## src/rtl/ffea_pkg.sv

```systemverilog
// ----------------------------------------------------------------------------
// ffea_pkg
// Shared types and codes of the first-fit extent allocator.
// ----------------------------------------------------------------------------
package ffea_pkg;

  localparam int ADDR_W = 16;
  localparam int LEN_W  = 17;

  typedef logic [ADDR_W-1:0] addr_t;
  typedef logic [LEN_W-1:0]  len_t;
  typedef logic [1:0]        opcode_t;
  typedef logic [1:0]        status_t;

  // Request opcodes; code 3 does nothing
  localparam opcode_t OP_ALLOC   = 2'd0;
  localparam opcode_t OP_FREE    = 2'd1;
  localparam opcode_t OP_REBUILD = 2'd2;

  // Response status codes
  localparam status_t ST_OK      = 2'd0;
  localparam status_t ST_NO_FIT  = 2'd1;
  localparam status_t ST_NO_SLOT = 2'd2;

  localparam addr_t HEAP_START_RESET = 16'h0801;
  localparam len_t  LEN_MAX          = 17'h1FFFF;

  typedef enum logic [2:0] {
    S_BOOT,
    S_IDLE,
    S_REBUILD,
    S_WALK,
    S_SCAN,
    S_DONE
  } state_t;

endpackage

```

## src/rtl/first_fit_extent_allocator_unit.sv

```systemverilog
// ----------------------------------------------------------------------------
// first_fit_extent_allocator_unit
// First-fit allocator over a linked list of free extents kept in a
// descriptor memory.
// ----------------------------------------------------------------------------
// Usage:
//   Requests enter on the in_ stream: in_tuser carries the opcode (allocate,
//   free, rebuild), in_tdata the size and, for free, the extent address.
//   Every request yields exactly one response on the out_ stream carrying a
//   status and, on a successful allocate, the granted address.
//   heap_start is written through the cfg_ channel while no request is open, a rule
//   for the user that the block does not enforce; it only takes effect at the next rebuild request.
// Operation per request:
//   allocate : walks the list from the head, one list hop per cycle, visiting
//              up to DESCRIPTOR_SLOTS extents; each hop is a registered read of the
//              descriptor memory feeding the length compare.
//   free     : scans the valid bits from slot 0 up to the lowest unused slot
//              (up to DESCRIPTOR_SLOTS slots), one valid bit per cycle.
//   rebuild  : rewrites slot 0 and the list; empty opcode: goes straight to the response.
//   One request is in flight at a time; the next one is taken in the cycle
//   after the response is loaded, while that response may still wait.
// Reset: the boot state writes slot 0 with the 0x0801 heap extent; requests
//   and configuration writes are held off during that state.
// Stall: a response waits in the output register; if a second response is
//   ready before the first is taken, the block holds until out_tready.
// ----------------------------------------------------------------------------
module first_fit_extent_allocator_unit #(
  parameter int DESCRIPTOR_SLOTS = 32,
  parameter int SPACE_BYTES      = 65536
) (
  input  logic                 clk,
  input  logic                 rst_n,
  // request stream
  input  logic                 in_tvalid,
  output logic                 in_tready,
  input  logic [39:0]          in_tdata,   // [16:0] request_size, [32:17] free_address
  input  ffea_pkg::opcode_t    in_tuser,   // [1:0] opcode
  // response stream
  output logic                 out_tvalid,
  input  logic                 out_tready,
  output logic [23:0]          out_tdata,  // [1:0] status, [17:2] granted_address
  // configuration write
  input  logic                 cfg_valid,
  output logic                 cfg_ready,
  input  ffea_pkg::addr_t      cfg_data    // heap_start
);
  import ffea_pkg::*;

  localparam int IDX_W  = (DESCRIPTOR_SLOTS > 1) ? $clog2(DESCRIPTOR_SLOTS) : 1;
  localparam int LINK_W = $clog2(DESCRIPTOR_SLOTS + 1);
  localparam int WORD_W = ADDR_W + LEN_W + LINK_W;
  localparam int SPW    = $clog2(SPACE_BYTES + 1);
  localparam int CW     = (SPW > LEN_W) ? SPW : LEN_W;

  localparam logic [LINK_W-1:0] LIST_END  = LINK_W'(DESCRIPTOR_SLOTS);
  localparam logic [IDX_W-1:0]  LAST_SLOT = IDX_W'(DESCRIPTOR_SLOTS - 1);
  localparam logic [CW-1:0]     SPACE_C   = CW'(SPACE_BYTES);

  // descriptor memory: {link, length, start}
  logic [WORD_W-1:0] mem [DESCRIPTOR_SLOTS];
  logic [WORD_W-1:0] rdata_r;
  logic              mem_we;
  logic [IDX_W-1:0]  mem_waddr;
  logic [WORD_W-1:0] mem_wdata;
  logic              rd_en;
  logic [IDX_W-1:0]  rd_addr;

  state_t                state_r, state_nxt;
  opcode_t               op_r;
  len_t                  size_r, size_nxt;
  addr_t                 faddr_r, faddr_nxt;
  addr_t                 heap_start_r;
  logic [LINK_W-1:0]     head_r, head_nxt;
  logic [DESCRIPTOR_SLOTS-1:0] valid_r, valid_nxt;
  logic [IDX_W-1:0]      cur_r, cur_nxt;
  logic [LINK_W-1:0]     prev_r, prev_nxt;
  addr_t                 prev_start_r, prev_start_nxt;
  len_t                  prev_len_r, prev_len_nxt;
  logic [IDX_W-1:0]      scan_r, scan_nxt;
  status_t               res_status_r, res_status_nxt;
  addr_t                 res_addr_r, res_addr_nxt;
  logic                  out_valid_r, out_valid_nxt;
  status_t               out_status_r, out_status_nxt;
  addr_t                 out_addr_r, out_addr_nxt;

  logic in_fire;
  logic out_free;

  // fields of the descriptor just read
  addr_t             r_start;
  len_t              r_len;
  logic [LINK_W-1:0] r_link;
  logic              fit;
  len_t              rem_len;
  logic              exact;
  logic              next_ok;
  logic              head_ok;

  // rebuild extent
  logic [CW-1:0]     span;
  logic              heap_in;
  len_t              init_len;

  assign in_tready  = (state_r == S_IDLE);
  assign cfg_ready  = (state_r != S_BOOT);
  assign in_fire    = in_tvalid && in_tready;
  assign out_free   = !out_valid_r || out_tready;
  assign out_tvalid = out_valid_r;
  assign out_tdata  = {6'd0, out_addr_r, out_status_r};

  assign r_start = rdata_r[ADDR_W-1:0];
  assign r_len   = rdata_r[ADDR_W +: LEN_W];
  assign r_link  = rdata_r[WORD_W-1 -: LINK_W];
  assign fit     = (r_len >= size_r);
  assign rem_len = r_len - size_r;
  assign exact   = (rem_len == '0);
  assign next_ok = (r_link != LIST_END) && valid_r[r_link[IDX_W-1:0]];
  assign head_ok = (head_r != LIST_END) && valid_r[head_r[IDX_W-1:0]];

  assign span     = SPACE_C - CW'(heap_start_r);
  assign heap_in  = (CW'(heap_start_r) < SPACE_C);
  assign init_len = (span > CW'(LEN_MAX)) ? LEN_MAX : span[LEN_W-1:0];

  // next state
  always_comb begin
    state_nxt = state_r;
    unique case (state_r)
      S_BOOT:    state_nxt = S_IDLE;
      S_IDLE: begin
        if (in_fire) begin
          unique case (in_tuser)
            OP_ALLOC:   state_nxt = ((head_r != LIST_END) && valid_r[head_r[IDX_W-1:0]])
                                    ? S_WALK : S_DONE;
            OP_FREE:    state_nxt = S_SCAN;
            OP_REBUILD: state_nxt = S_REBUILD;
            default:    state_nxt = S_DONE;
          endcase
        end
      end
      S_REBUILD: state_nxt = S_DONE;
      S_WALK: begin
        if (fit || !next_ok) begin
          state_nxt = S_DONE;
        end
      end
      S_SCAN: begin
        if (!valid_r[scan_r] || (scan_r == LAST_SLOT)) begin
          state_nxt = S_DONE;
        end
      end
      S_DONE: begin
        if (out_free) begin
          state_nxt = S_IDLE;
        end
      end
      default:   state_nxt = S_BOOT;
    endcase
  end

  // datapath and memory control
  always_comb begin
    size_nxt       = size_r;
    faddr_nxt      = faddr_r;
    head_nxt       = head_r;
    valid_nxt      = valid_r;
    cur_nxt        = cur_r;
    prev_nxt       = prev_r;
    prev_start_nxt = prev_start_r;
    prev_len_nxt   = prev_len_r;
    scan_nxt       = scan_r;
    res_status_nxt = res_status_r;
    res_addr_nxt   = res_addr_r;
    out_valid_nxt  = out_valid_r;
    out_status_nxt = out_status_r;
    out_addr_nxt   = out_addr_r;
    mem_we         = 1'b0;
    mem_waddr      = '0;
    mem_wdata      = {LIST_END, init_len, heap_start_r};
    rd_en          = 1'b0;
    rd_addr        = head_r[IDX_W-1:0];

    // drop the response once taken
    if (out_valid_r && out_tready) begin
      out_valid_nxt = 1'b0;
    end

    unique case (state_r) inside
      S_BOOT, S_REBUILD: begin
        // rebuild the list as one extent in slot 0, or empty if heap_start is outside the space
        mem_we    = 1'b1;
        mem_waddr = '0;
        valid_nxt = heap_in ? DESCRIPTOR_SLOTS'(1) : '0;
        head_nxt  = heap_in ? '0 : LIST_END;
      end
      S_IDLE: begin
        if (in_fire) begin
          size_nxt       = in_tdata[LEN_W-1:0];
          faddr_nxt      = in_tdata[LEN_W +: ADDR_W];
          res_status_nxt = ST_OK;
          res_addr_nxt   = '0;
          cur_nxt        = head_r[IDX_W-1:0];
          prev_nxt       = LIST_END;
          scan_nxt       = '0;
          if (in_tuser == OP_ALLOC) begin
            if (head_ok) begin
              rd_en = 1'b1;
            end else begin
              res_status_nxt = ST_NO_FIT;
            end
          end
        end
      end
      S_WALK: begin
        if (fit) begin
          res_addr_nxt = r_start;
          if (exact) begin
            // unlink the spent descriptor
            valid_nxt[cur_r] = 1'b0;
            if (prev_r == LIST_END) begin
              head_nxt = r_link;
            end else begin
              mem_we    = 1'b1;
              mem_waddr = prev_r[IDX_W-1:0];
              mem_wdata = {r_link, prev_len_r, prev_start_r};
            end
          end else begin
            mem_we    = 1'b1;
            mem_waddr = cur_r;
            mem_wdata = {r_link, rem_len, r_start + size_r[ADDR_W-1:0]};
          end
        end else if (next_ok) begin
          // advance one hop
          rd_en          = 1'b1;
          rd_addr        = r_link[IDX_W-1:0];
          prev_nxt       = LINK_W'(cur_r);
          prev_start_nxt = r_start;
          prev_len_nxt   = r_len;
          cur_nxt        = r_link[IDX_W-1:0];
        end else begin
          res_status_nxt = ST_NO_FIT;
        end
      end
      S_SCAN: begin
        if (!valid_r[scan_r]) begin
          // push the freed extent at the list head
          mem_we           = 1'b1;
          mem_waddr        = scan_r;
          mem_wdata        = {head_r, size_r, faddr_r};
          valid_nxt[scan_r] = 1'b1;
          head_nxt         = LINK_W'(scan_r);
        end else if (scan_r == LAST_SLOT) begin
          res_status_nxt = ST_NO_SLOT;
        end else begin
          scan_nxt = scan_r + 1'b1;
        end
      end
      S_DONE: begin
        if (out_free) begin
          out_valid_nxt  = 1'b1;
          out_status_nxt = res_status_r;
          out_addr_nxt   = res_addr_r;
        end
      end
      default: begin
      end
    endcase
  end

  // descriptor memory, one write and one registered read per cycle
  always_ff @(posedge clk) begin
    if (mem_we) begin
      mem[mem_waddr] <= mem_wdata;
    end
    if (rd_en) begin
      rdata_r <= mem[rd_addr];
    end
  end

  // control state
  always_ff @(posedge clk) begin
    if (!rst_n) begin
      state_r      <= S_BOOT;
      heap_start_r <= HEAP_START_RESET;
      head_r       <= LIST_END;
      valid_r      <= '0;
      out_valid_r  <= 1'b0;
    end else begin
      state_r     <= state_nxt;
      head_r      <= head_nxt;
      valid_r     <= valid_nxt;
      out_valid_r <= out_valid_nxt;
      if (cfg_valid && cfg_ready) begin
        heap_start_r <= cfg_data;
      end
    end
  end

  // payload
  always_ff @(posedge clk) begin
    if (in_fire) begin
      op_r <= in_tuser;
    end
    size_r       <= size_nxt;
    faddr_r      <= faddr_nxt;
    cur_r        <= cur_nxt;
    prev_r       <= prev_nxt;
    prev_start_r <= prev_start_nxt;
    prev_len_r   <= prev_len_nxt;
    scan_r       <= scan_nxt;
    res_status_r <= res_status_nxt;
    res_addr_r   <= res_addr_nxt;
    out_status_r <= out_status_nxt;
    out_addr_r   <= out_addr_nxt;
  end

  // ---------------------------------------------------------------------------
  // Assertions
  // ---------------------------------------------------------------------------

  // the head never points at a released descriptor while waiting for requests
  a_head_live: assert property (@(posedge clk) disable iff (!rst_n)
    (state_r == S_IDLE) |-> ((head_r == LIST_END) || valid_r[head_r[IDX_W-1:0]]))
    else $error("list head points at an unused descriptor");

  // never read a slot in the same cycle it is written
  a_no_rw_clash: assert property (@(posedge clk) disable iff (!rst_n)
    (mem_we && rd_en) |-> (mem_waddr != rd_addr))
    else $error("descriptor read and write collide");

  // an exact fit releases exactly one descriptor
  a_exact_release: assert property (@(posedge clk) disable iff (!rst_n)
    (state_r == S_WALK && fit && exact) |=>
      ($countones(valid_r) + 1 == $past($countones(valid_r))))
    else $error("exact fit did not release one descriptor");

  // a successful free claims exactly one descriptor
  a_free_claim: assert property (@(posedge clk) disable iff (!rst_n)
    (state_r == S_SCAN && !valid_r[scan_r]) |=>
      ($countones(valid_r) == $past($countones(valid_r)) + 1))
    else $error("free did not claim one descriptor");

  // a rebuild request only ever runs from the stored opcode
  a_rebuild_op: assert property (@(posedge clk) disable iff (!rst_n)
    (state_r == S_REBUILD) |-> (op_r == OP_REBUILD))
    else $error("rebuild entered without a rebuild request");

endmodule
```

## config.mk

```make
export PLATFORM = sky130hd
export DESIGN_NAME = first_fit_extent_allocator_unit
export DESIGN_NICKNAME = d
export VERILOG_FILES = /design/src/rtl/ffea_pkg.sv /design/src/rtl/first_fit_extent_allocator_unit.sv
export SDC_FILE = /design/constraint.sdc
export NUM_CORES = 2
export LEC_CHECK = 0
export BUFFER_PORTS_ARGS = -buffer_cell sky130_fd_sc_hd__buf_2
export CORE_AREA = 4 4 469 355
export DETAILED_ROUTE_END_ITERATION = 12
export DIE_AREA = 0 0 473 359
export GPL_TIMING_DRIVEN = 0
export PLACE_DENSITY = 0.57
export SLEW_MARGIN = 0
export SYNTH_ARGS = -nofsm -noshare
export SYNTH_HDL_FRONTEND = slang
export SYNTH_SLANG_ARGS = --single-unit
```

## constraint.sdc

```tcl
create_clock -name clk -period 18.9 [get_ports clk]
set_input_delay 2.835 -clock clk [delete_from_list [all_inputs] [get_ports clk]]
set_output_delay 2.835 -clock clk [all_outputs]
set_load 0.01 [all_outputs]
```

== Word-level counts from Yosys, hierarchy flattened ==
Memories as Yosys holds them, arrays and structs flattened. A register that Yosys moved wholly into a read port is not among the register bits.
Index checks and enable logic that the tools add are counted.
Operators by class
  $add $sub $neg: 4
  $lt $le $gt $ge: 8
  equal/unequal tests: 25
  muxes and demuxes: 79
  bitwise logic cells: 4
  reduce and logical (&&, ||, !) cells: 32
Operator list (number)
  two-way mux 39 bit: 4
  two-way mux 32 bit: 3
  case mux 32 bit (3 select lines): 1
  case mux 39 bit (2 select lines): 1
  two-way mux 5 bit: 13
  two-way mux 6 bit: 7
  AND 32 bit: 1
  two-way mux 16 bit: 2
  inverter 32 bit: 1
  OR 32 bit: 1
  case mux 16 bit (2 select lines): 1
  case mux 5 bit (2 select lines): 3
  less-than comparator 5 x 6 -> 1 bit (second input constant): 4
  two-way mux 1 bit: 21
  != test 2 bit (second input constant): 10
  case mux 3 bit (6 select lines): 1
  case mux 6 bit (3 select lines): 1
  greater-or-equal comparator 17 bit: 1
  > comparator 17 bit (second input constant): 1
  logical NOT 17 bit: 1
  two-way mux 17 bit: 1
  subtractor 17 x 16 -> 17 bit (first input constant): 1
  subtractor 17 bit: 1
  adder 16 bit: 1
  other kinds (34): 70
Storage, ports and cells
  flip-flop bits (word level): 176
  RAM bits: 1248
  output and inout port bits: 27
  logic and storage cells: 169
  memories: 1
Memories
  mem: words 32, width 39, rd ports 1, clocked after Yosys merged registers in 1, wr ports 1, line first_fit_extent_allocator_unit.sv:60  | logic [WORD_W-1:0] mem [DESCRIPTOR_SLOTS];

== Depth between registers and ports, before layout ==
  word-level depth: 9
  depth in mapped cells: 17

== Least setup slack after synthesis ==
Ideal clock, no wire load.
  kind: register to register
  start point: register size_r[1]
  end point: memory mem[18][0] (netlist name), enable pin
  setup time: 435 ps
  arrival time: 5504 ps
  data required time: 18465 ps
  slack: 12960 ps
  stages on the path, launching flop included: 14
  clock period less this slack: 5940 ps
  cell sequence: edfxtp_1 -> inv_1 -> ha_1 -> nor2b_1 -> o31a_1 -> o311a_4 -> or3_1 -> a22oi_1 -> o2111ai_1 -> or3_1 -> buf_6 -> a311o_1 -> or4_4 -> nor2_1
Between the ends
  word-level cells in the longest chain between the ends: 7
  elaborated cells between the ends (all ways): 11
  those cells by class: 1 x add/sub; 1 x order compare; 8 x mux; 1 x reduce/logical
RTL lines
  from (decl): line first_fit_extent_allocator_unit.sv:70  | len_t size_r, size_nxt;
  from (signal assigned): line first_fit_extent_allocator_unit.sv:303  | size_r <= size_nxt;
  subtractor 17 bit: line first_fit_extent_allocator_unit.sv:115  | assign rem_len = r_len - size_r;
  logical NOT 17 bit: line first_fit_extent_allocator_unit.sv:116  | assign exact = (rem_len == '0);
  two-way mux 1 bit: line first_fit_extent_allocator_unit.sv:216  | if (exact) begin
  two-way mux 1 bit: line first_fit_extent_allocator_unit.sv:214  | if (fit) begin
  case mux 1 bit (3 select lines): line first_fit_extent_allocator_unit.sv:187  | unique case (state_r) inside
  two-way mux 1 bit: line first_fit_extent_allocator_unit.sv:271  | if (mem_we) begin
  two-way mux 1 bit (implied by the code): line first_fit_extent_allocator_unit.sv:272  | mem[mem_waddr] <= mem_wdata;
  to (decl): line first_fit_extent_allocator_unit.sv:60
Parallel ways exist; a longest one is shown, timed or not.

== Worst setup path after layout ==
  start point: register rdata_r[33], read port of mem
  end point: register rdata_r[12], read port of mem (data pin)
Between the ends
  word-level cells in the longest chain between the ends: 6
  elaborated cells between the ends (all ways): 10
  those cells by class: 1 x eq/ne; 8 x mux; 1 x reduce/logical
RTL lines
  from (decl): line first_fit_extent_allocator_unit.sv:61  | logic [WORD_W-1:0] rdata_r;
  binary-select mux 1 bit (select 5 bit): line first_fit_extent_allocator_unit.sv:117  | assign next_ok = (r_link != LIST_END) && valid_r[r_link[IDX_W-1:0]];
  two-way mux 1 bit (implied by the code): line first_fit_extent_allocator_unit.sv:117
  logical AND 1 bit: line first_fit_extent_allocator_unit.sv:117
  two-way mux 1 bit / two-way mux 5 bit (equally long branches): line first_fit_extent_allocator_unit.sv:231  | end else if (next_ok) begin
  two-way mux 1 bit / two-way mux 5 bit (equally long branches): line first_fit_extent_allocator_unit.sv:214
  case mux 1 bit (2 select lines) / two-way mux 5 bit (equally long branches): line first_fit_extent_allocator_unit.sv:187
Parallel ways exist; a longest one is shown, timed or not. The select of a mux whose other input is x is not followed.
A chain may end at the register's enable or synchronous reset.

==> key figures <==
Timing
  – Clk_skew: ~0.038 ns
  – Final setup TNS: 0 ns
  – Relative slew slack: -1.08%
  – Ratio of final minimum period to clock period: 41.0%
  – Worst Slack Setup Final: 11.15 ns
  – Worst-margin pin slew: ~1.5 ns
  – Post-layout min period: 7.75 ns
  – RSZ-0062 raised after global routing: no
  – Final hold violations: 0
  – # setup viols final: 0
  – Final Slew Violations: 2
  – Fmax: 129 MHz

Routing
  – Initial DRC count: 6,327
  – Pre-Repair DR Iteration Count: 6
  – Drt wl/cell: around 30 µm
  – DR vias/cell: 6.06
  – WL final: 219,000 µm
  – # DRC: 0
  – DRT antenna net count: 0
  – Vias: 43,526

Logic synthesis
  – Top post-synthesis cells by area: edfxtp_1 (67%), o211ai_1 (6.0%), nand3_1 (3.9%)
  – YS warnings: 0
  – Distinct cells, synth: 84
  – Leading area contributor after synthesis: edfxtp_1
  – Top-count cell post-synth: edfxtp_1
  – Mapped Area: 62,700 µm²
  – Mean Syn Cell Area: 13.5 µm²
  – Post-synthesis sequential area ratio: 69.1%
  – Top-area cell type share of the netlist area: 67.3%
  – Synth cell count leaders: edfxtp_1 (1,405), inv_1 (505), o211ai_1 (503), nand3_1 (492), clkbuf_1 (301)
  – Cells after synthesis: between 4,000 and 5,000
  – Main synth FF type: edfxtp_1
  – Number of synthesized flops with an enable pin: between 1,000 and 1,500
  – Synth async-reset ratio: 0%
  – Post-synthesis register bit count: 1,463

Power
  – Leakage: 24.8 nW
  – VDD IR max: 0.0000986 V
  – Pwr Density: 109 nW/µm²

Layout
  – Area delta synth->final: 15.2%
  – Layout cells sized above 1: 10.6%
  – Nets: a little over 5,000

Setup path
  – WP data arrival: 8.11 ns
  – CP startpoint kind: flip-flop
  – CP required: 19.26 ns
  – CP Buf/Inv Count: 5
  – R2r endpoint: rdata_r[12]
  – Worst Setup Path Type: flip-flop to flip-flop
  – CP delay by family, top: buffers and inverters
  – Worst Setup SP: rdata_r[33]
  – CP endpoint kind: flip-flop
  – Worst path max stage delay: ~1.3 ns
  – CP dominant cell by count: clkbuf_1
  – Reg2Reg Depth: 14
  – Crit path depth: 14
  – RR Startpoint: rdata_r[33]
  – Reg-to-reg slack, setup: 11.15 ns
  – Slowest stage cell, crit path: a2111oi_1
  – Critical path cell sequence: clkbuf_1 -> clkbuf_1 -> mux2i_1 -> o22ai_1 -> nor2_1 -> nor2_1 -> nand3_1 -> clkbuf_1 -> clkbuf_1 -> clkbuf_1 -> nand3_1 -> o211ai_1 -> a41oi_1 -> a2111oi_1
  – Critical Path Sink: rdata_r[12]
  – Worst Path Max Fanout: 10

Clocking
  – CTS sink cnt: about 1,500
  – # H-tree levels: 4
  – Setup bufs post-CTS: 0
  – CTS tree: done
  – Cts hold-fix bufs: 0
  – Post-CTS sizing: 0
  – CTS clock-pin slew for the worst setup and hold paths: 0.06 ns
  – Num CTS Buffers: 143
  – Max Root-Sink Buffers: 3
  – Root buf cell: clkbuf_16
  – Clock Latency Late Sink: roughly 0.80 ns

Floorplan
  – Die width: 473 µm
  – Top-level port count: 90
  – Area of the die: 170,000 µm²
  – Starting density of the core: between 30% and 40%
  – Core area: 162,000 µm²
  – Row count: around 130
  – Die height: roughly 360 µm

Global routing
  – Pin count of the biggest net entering global routing: 43
  – Initial antenna violation count: 20
  – Grt total ovfl: 0
  – Number of global-route vias before repair: 41,199
  – GRT Total Usage: 25.2%
  – First-pass GRT wire length: about 310,000 µm

Placement
  – Place WS: 11.34 ns
  – GP Congestion: 0.925
  – DPL Wire Length: 153,000 µm
  – Number of I/O port buffers: 76

Status
  – Status: finished with violations
  – Failing checks: max-capacitance violations, max-slew violations

Worst hold path
  – Hold Path Cell Cnt: 0
  – Worst hold-check path type: flip-flop to flip-flop

Run
  – Max-cap violations: 2
-- placed cells by master (no fill, tap or decap), types with 29 or more instances in the layout --
master / Yosys / final
a21boi_0: 119 / 119
buf_2: 26 / 107
nor3_1: 30 / 30
a2111o_1: 39 / 39
a41oi_1: 118 / 118
ha_1: 41 / 41
nand2_1: 119 / 119
buf_12: 0 / 44
nor2_4: 0 / 32
nor2_1: 92 / 59
clkbuf_1: 301 / 330
dfxtp_1: 58 / 58
o211ai_1: 503 / 503
a211oi_1: 148 / 148
clkbuf_16: 0 / 148
clkinv_1: 1 / 29
a21oi_1: 102 / 101
inv_1: 505 / 505
mux2i_1: 49 / 49
nand3_1: 492 / 492
edfxtp_1: 1405 / 1405
-- registers in the layout (all words and copies together) (netlist names), 5 cells and up --
name and cells:
heap_start_r 16, faddr_r 16, scan_r 5, prev_len_r 17
rdata_r 39, valid_r 32, mem 1248, cur_r 5
prev_r 6, head_r 6, size_r 17, prev_start_r 16
out_addr_r 16, res_addr_r 16
-- kinds of logic after synthesis --
logic type / after synthesis / share of synthesized area [%]
AOI/OAI and AO/OA: 1262 / 15.4
other: 1 / 0.00598
xor gates and xnor gates: 33 / 0.461
DFF: 1463 / 69.1
and+or+nand+nor: 873 / 6.94
adders and majority gates: 43 / 0.882
muxes: 81 / 1.83
buffers and inverters: 873 / 5.39
-- worst min path at each step --
stage          slack [ns]              to            from
6_report             0.42   out_addr_r[7]   res_addr_r[7]
5_1_grt              0.42  out_addr_r[12]  res_addr_r[12]
4_1_cts              0.42  out_addr_r[14]  res_addr_r[14]
3_5_place_dp         0.40  out_addr_r[12]  res_addr_r[12]
3_3_place_gp         0.40   out_addr_r[5]   res_addr_r[5]
2_1_floorplan        0.40   out_addr_r[0]   res_addr_r[0]
-- area by class of cell --
cell class              count  area, µm²
plain buffers             366       1480
multi-input cells        2298      16600
flip-flops and latches   1463      43400
clock buffers             177       3810
diodes                      4       10.0
repair buffers            155       1770
clock inverters            67        637
inverters                 507       1900
well taps                2145       2680
fillers                 14533      89500
-- layer usage --
layer / GRT usage, % / part of all wire, %
met2: 35.7 / 42
met1: 37.0 / 43
met4: 8.12 / 3.4
met3: 7.40 / 12
met5: 0 / 0.019
-- per-stage QoR --
stage                     utilization, %  power, mW  instances  hold slack [ns]  cell area (µm²)
after floorplan                        -       4.39       4634            0.400            62700
after global placement              40.7       4.98       6855            0.401            65800
after detailed placement            41.9       5.07       6934            0.405            67800
after CTS                           44.6       7.85       7178            0.416            72200
after global routing                44.7       8.09       7178            0.424            72200
final                               44.7       7.87       7182            0.416            72300
-- power by group --
part | leakage (nW) | switching [mW] | internal, mW | total, mW
combinational | 9.42 | 0.970 | 0.313 | 1.28
sequential | 13.2 | 0.0299 | 3.73 | 3.76
clock | 2.15 | 1.27 | 1.55 | 2.82
total | 24.8 | 2.27 | 5.59 | 7.87
Note: power is estimated with default switching activity, not from simulation.
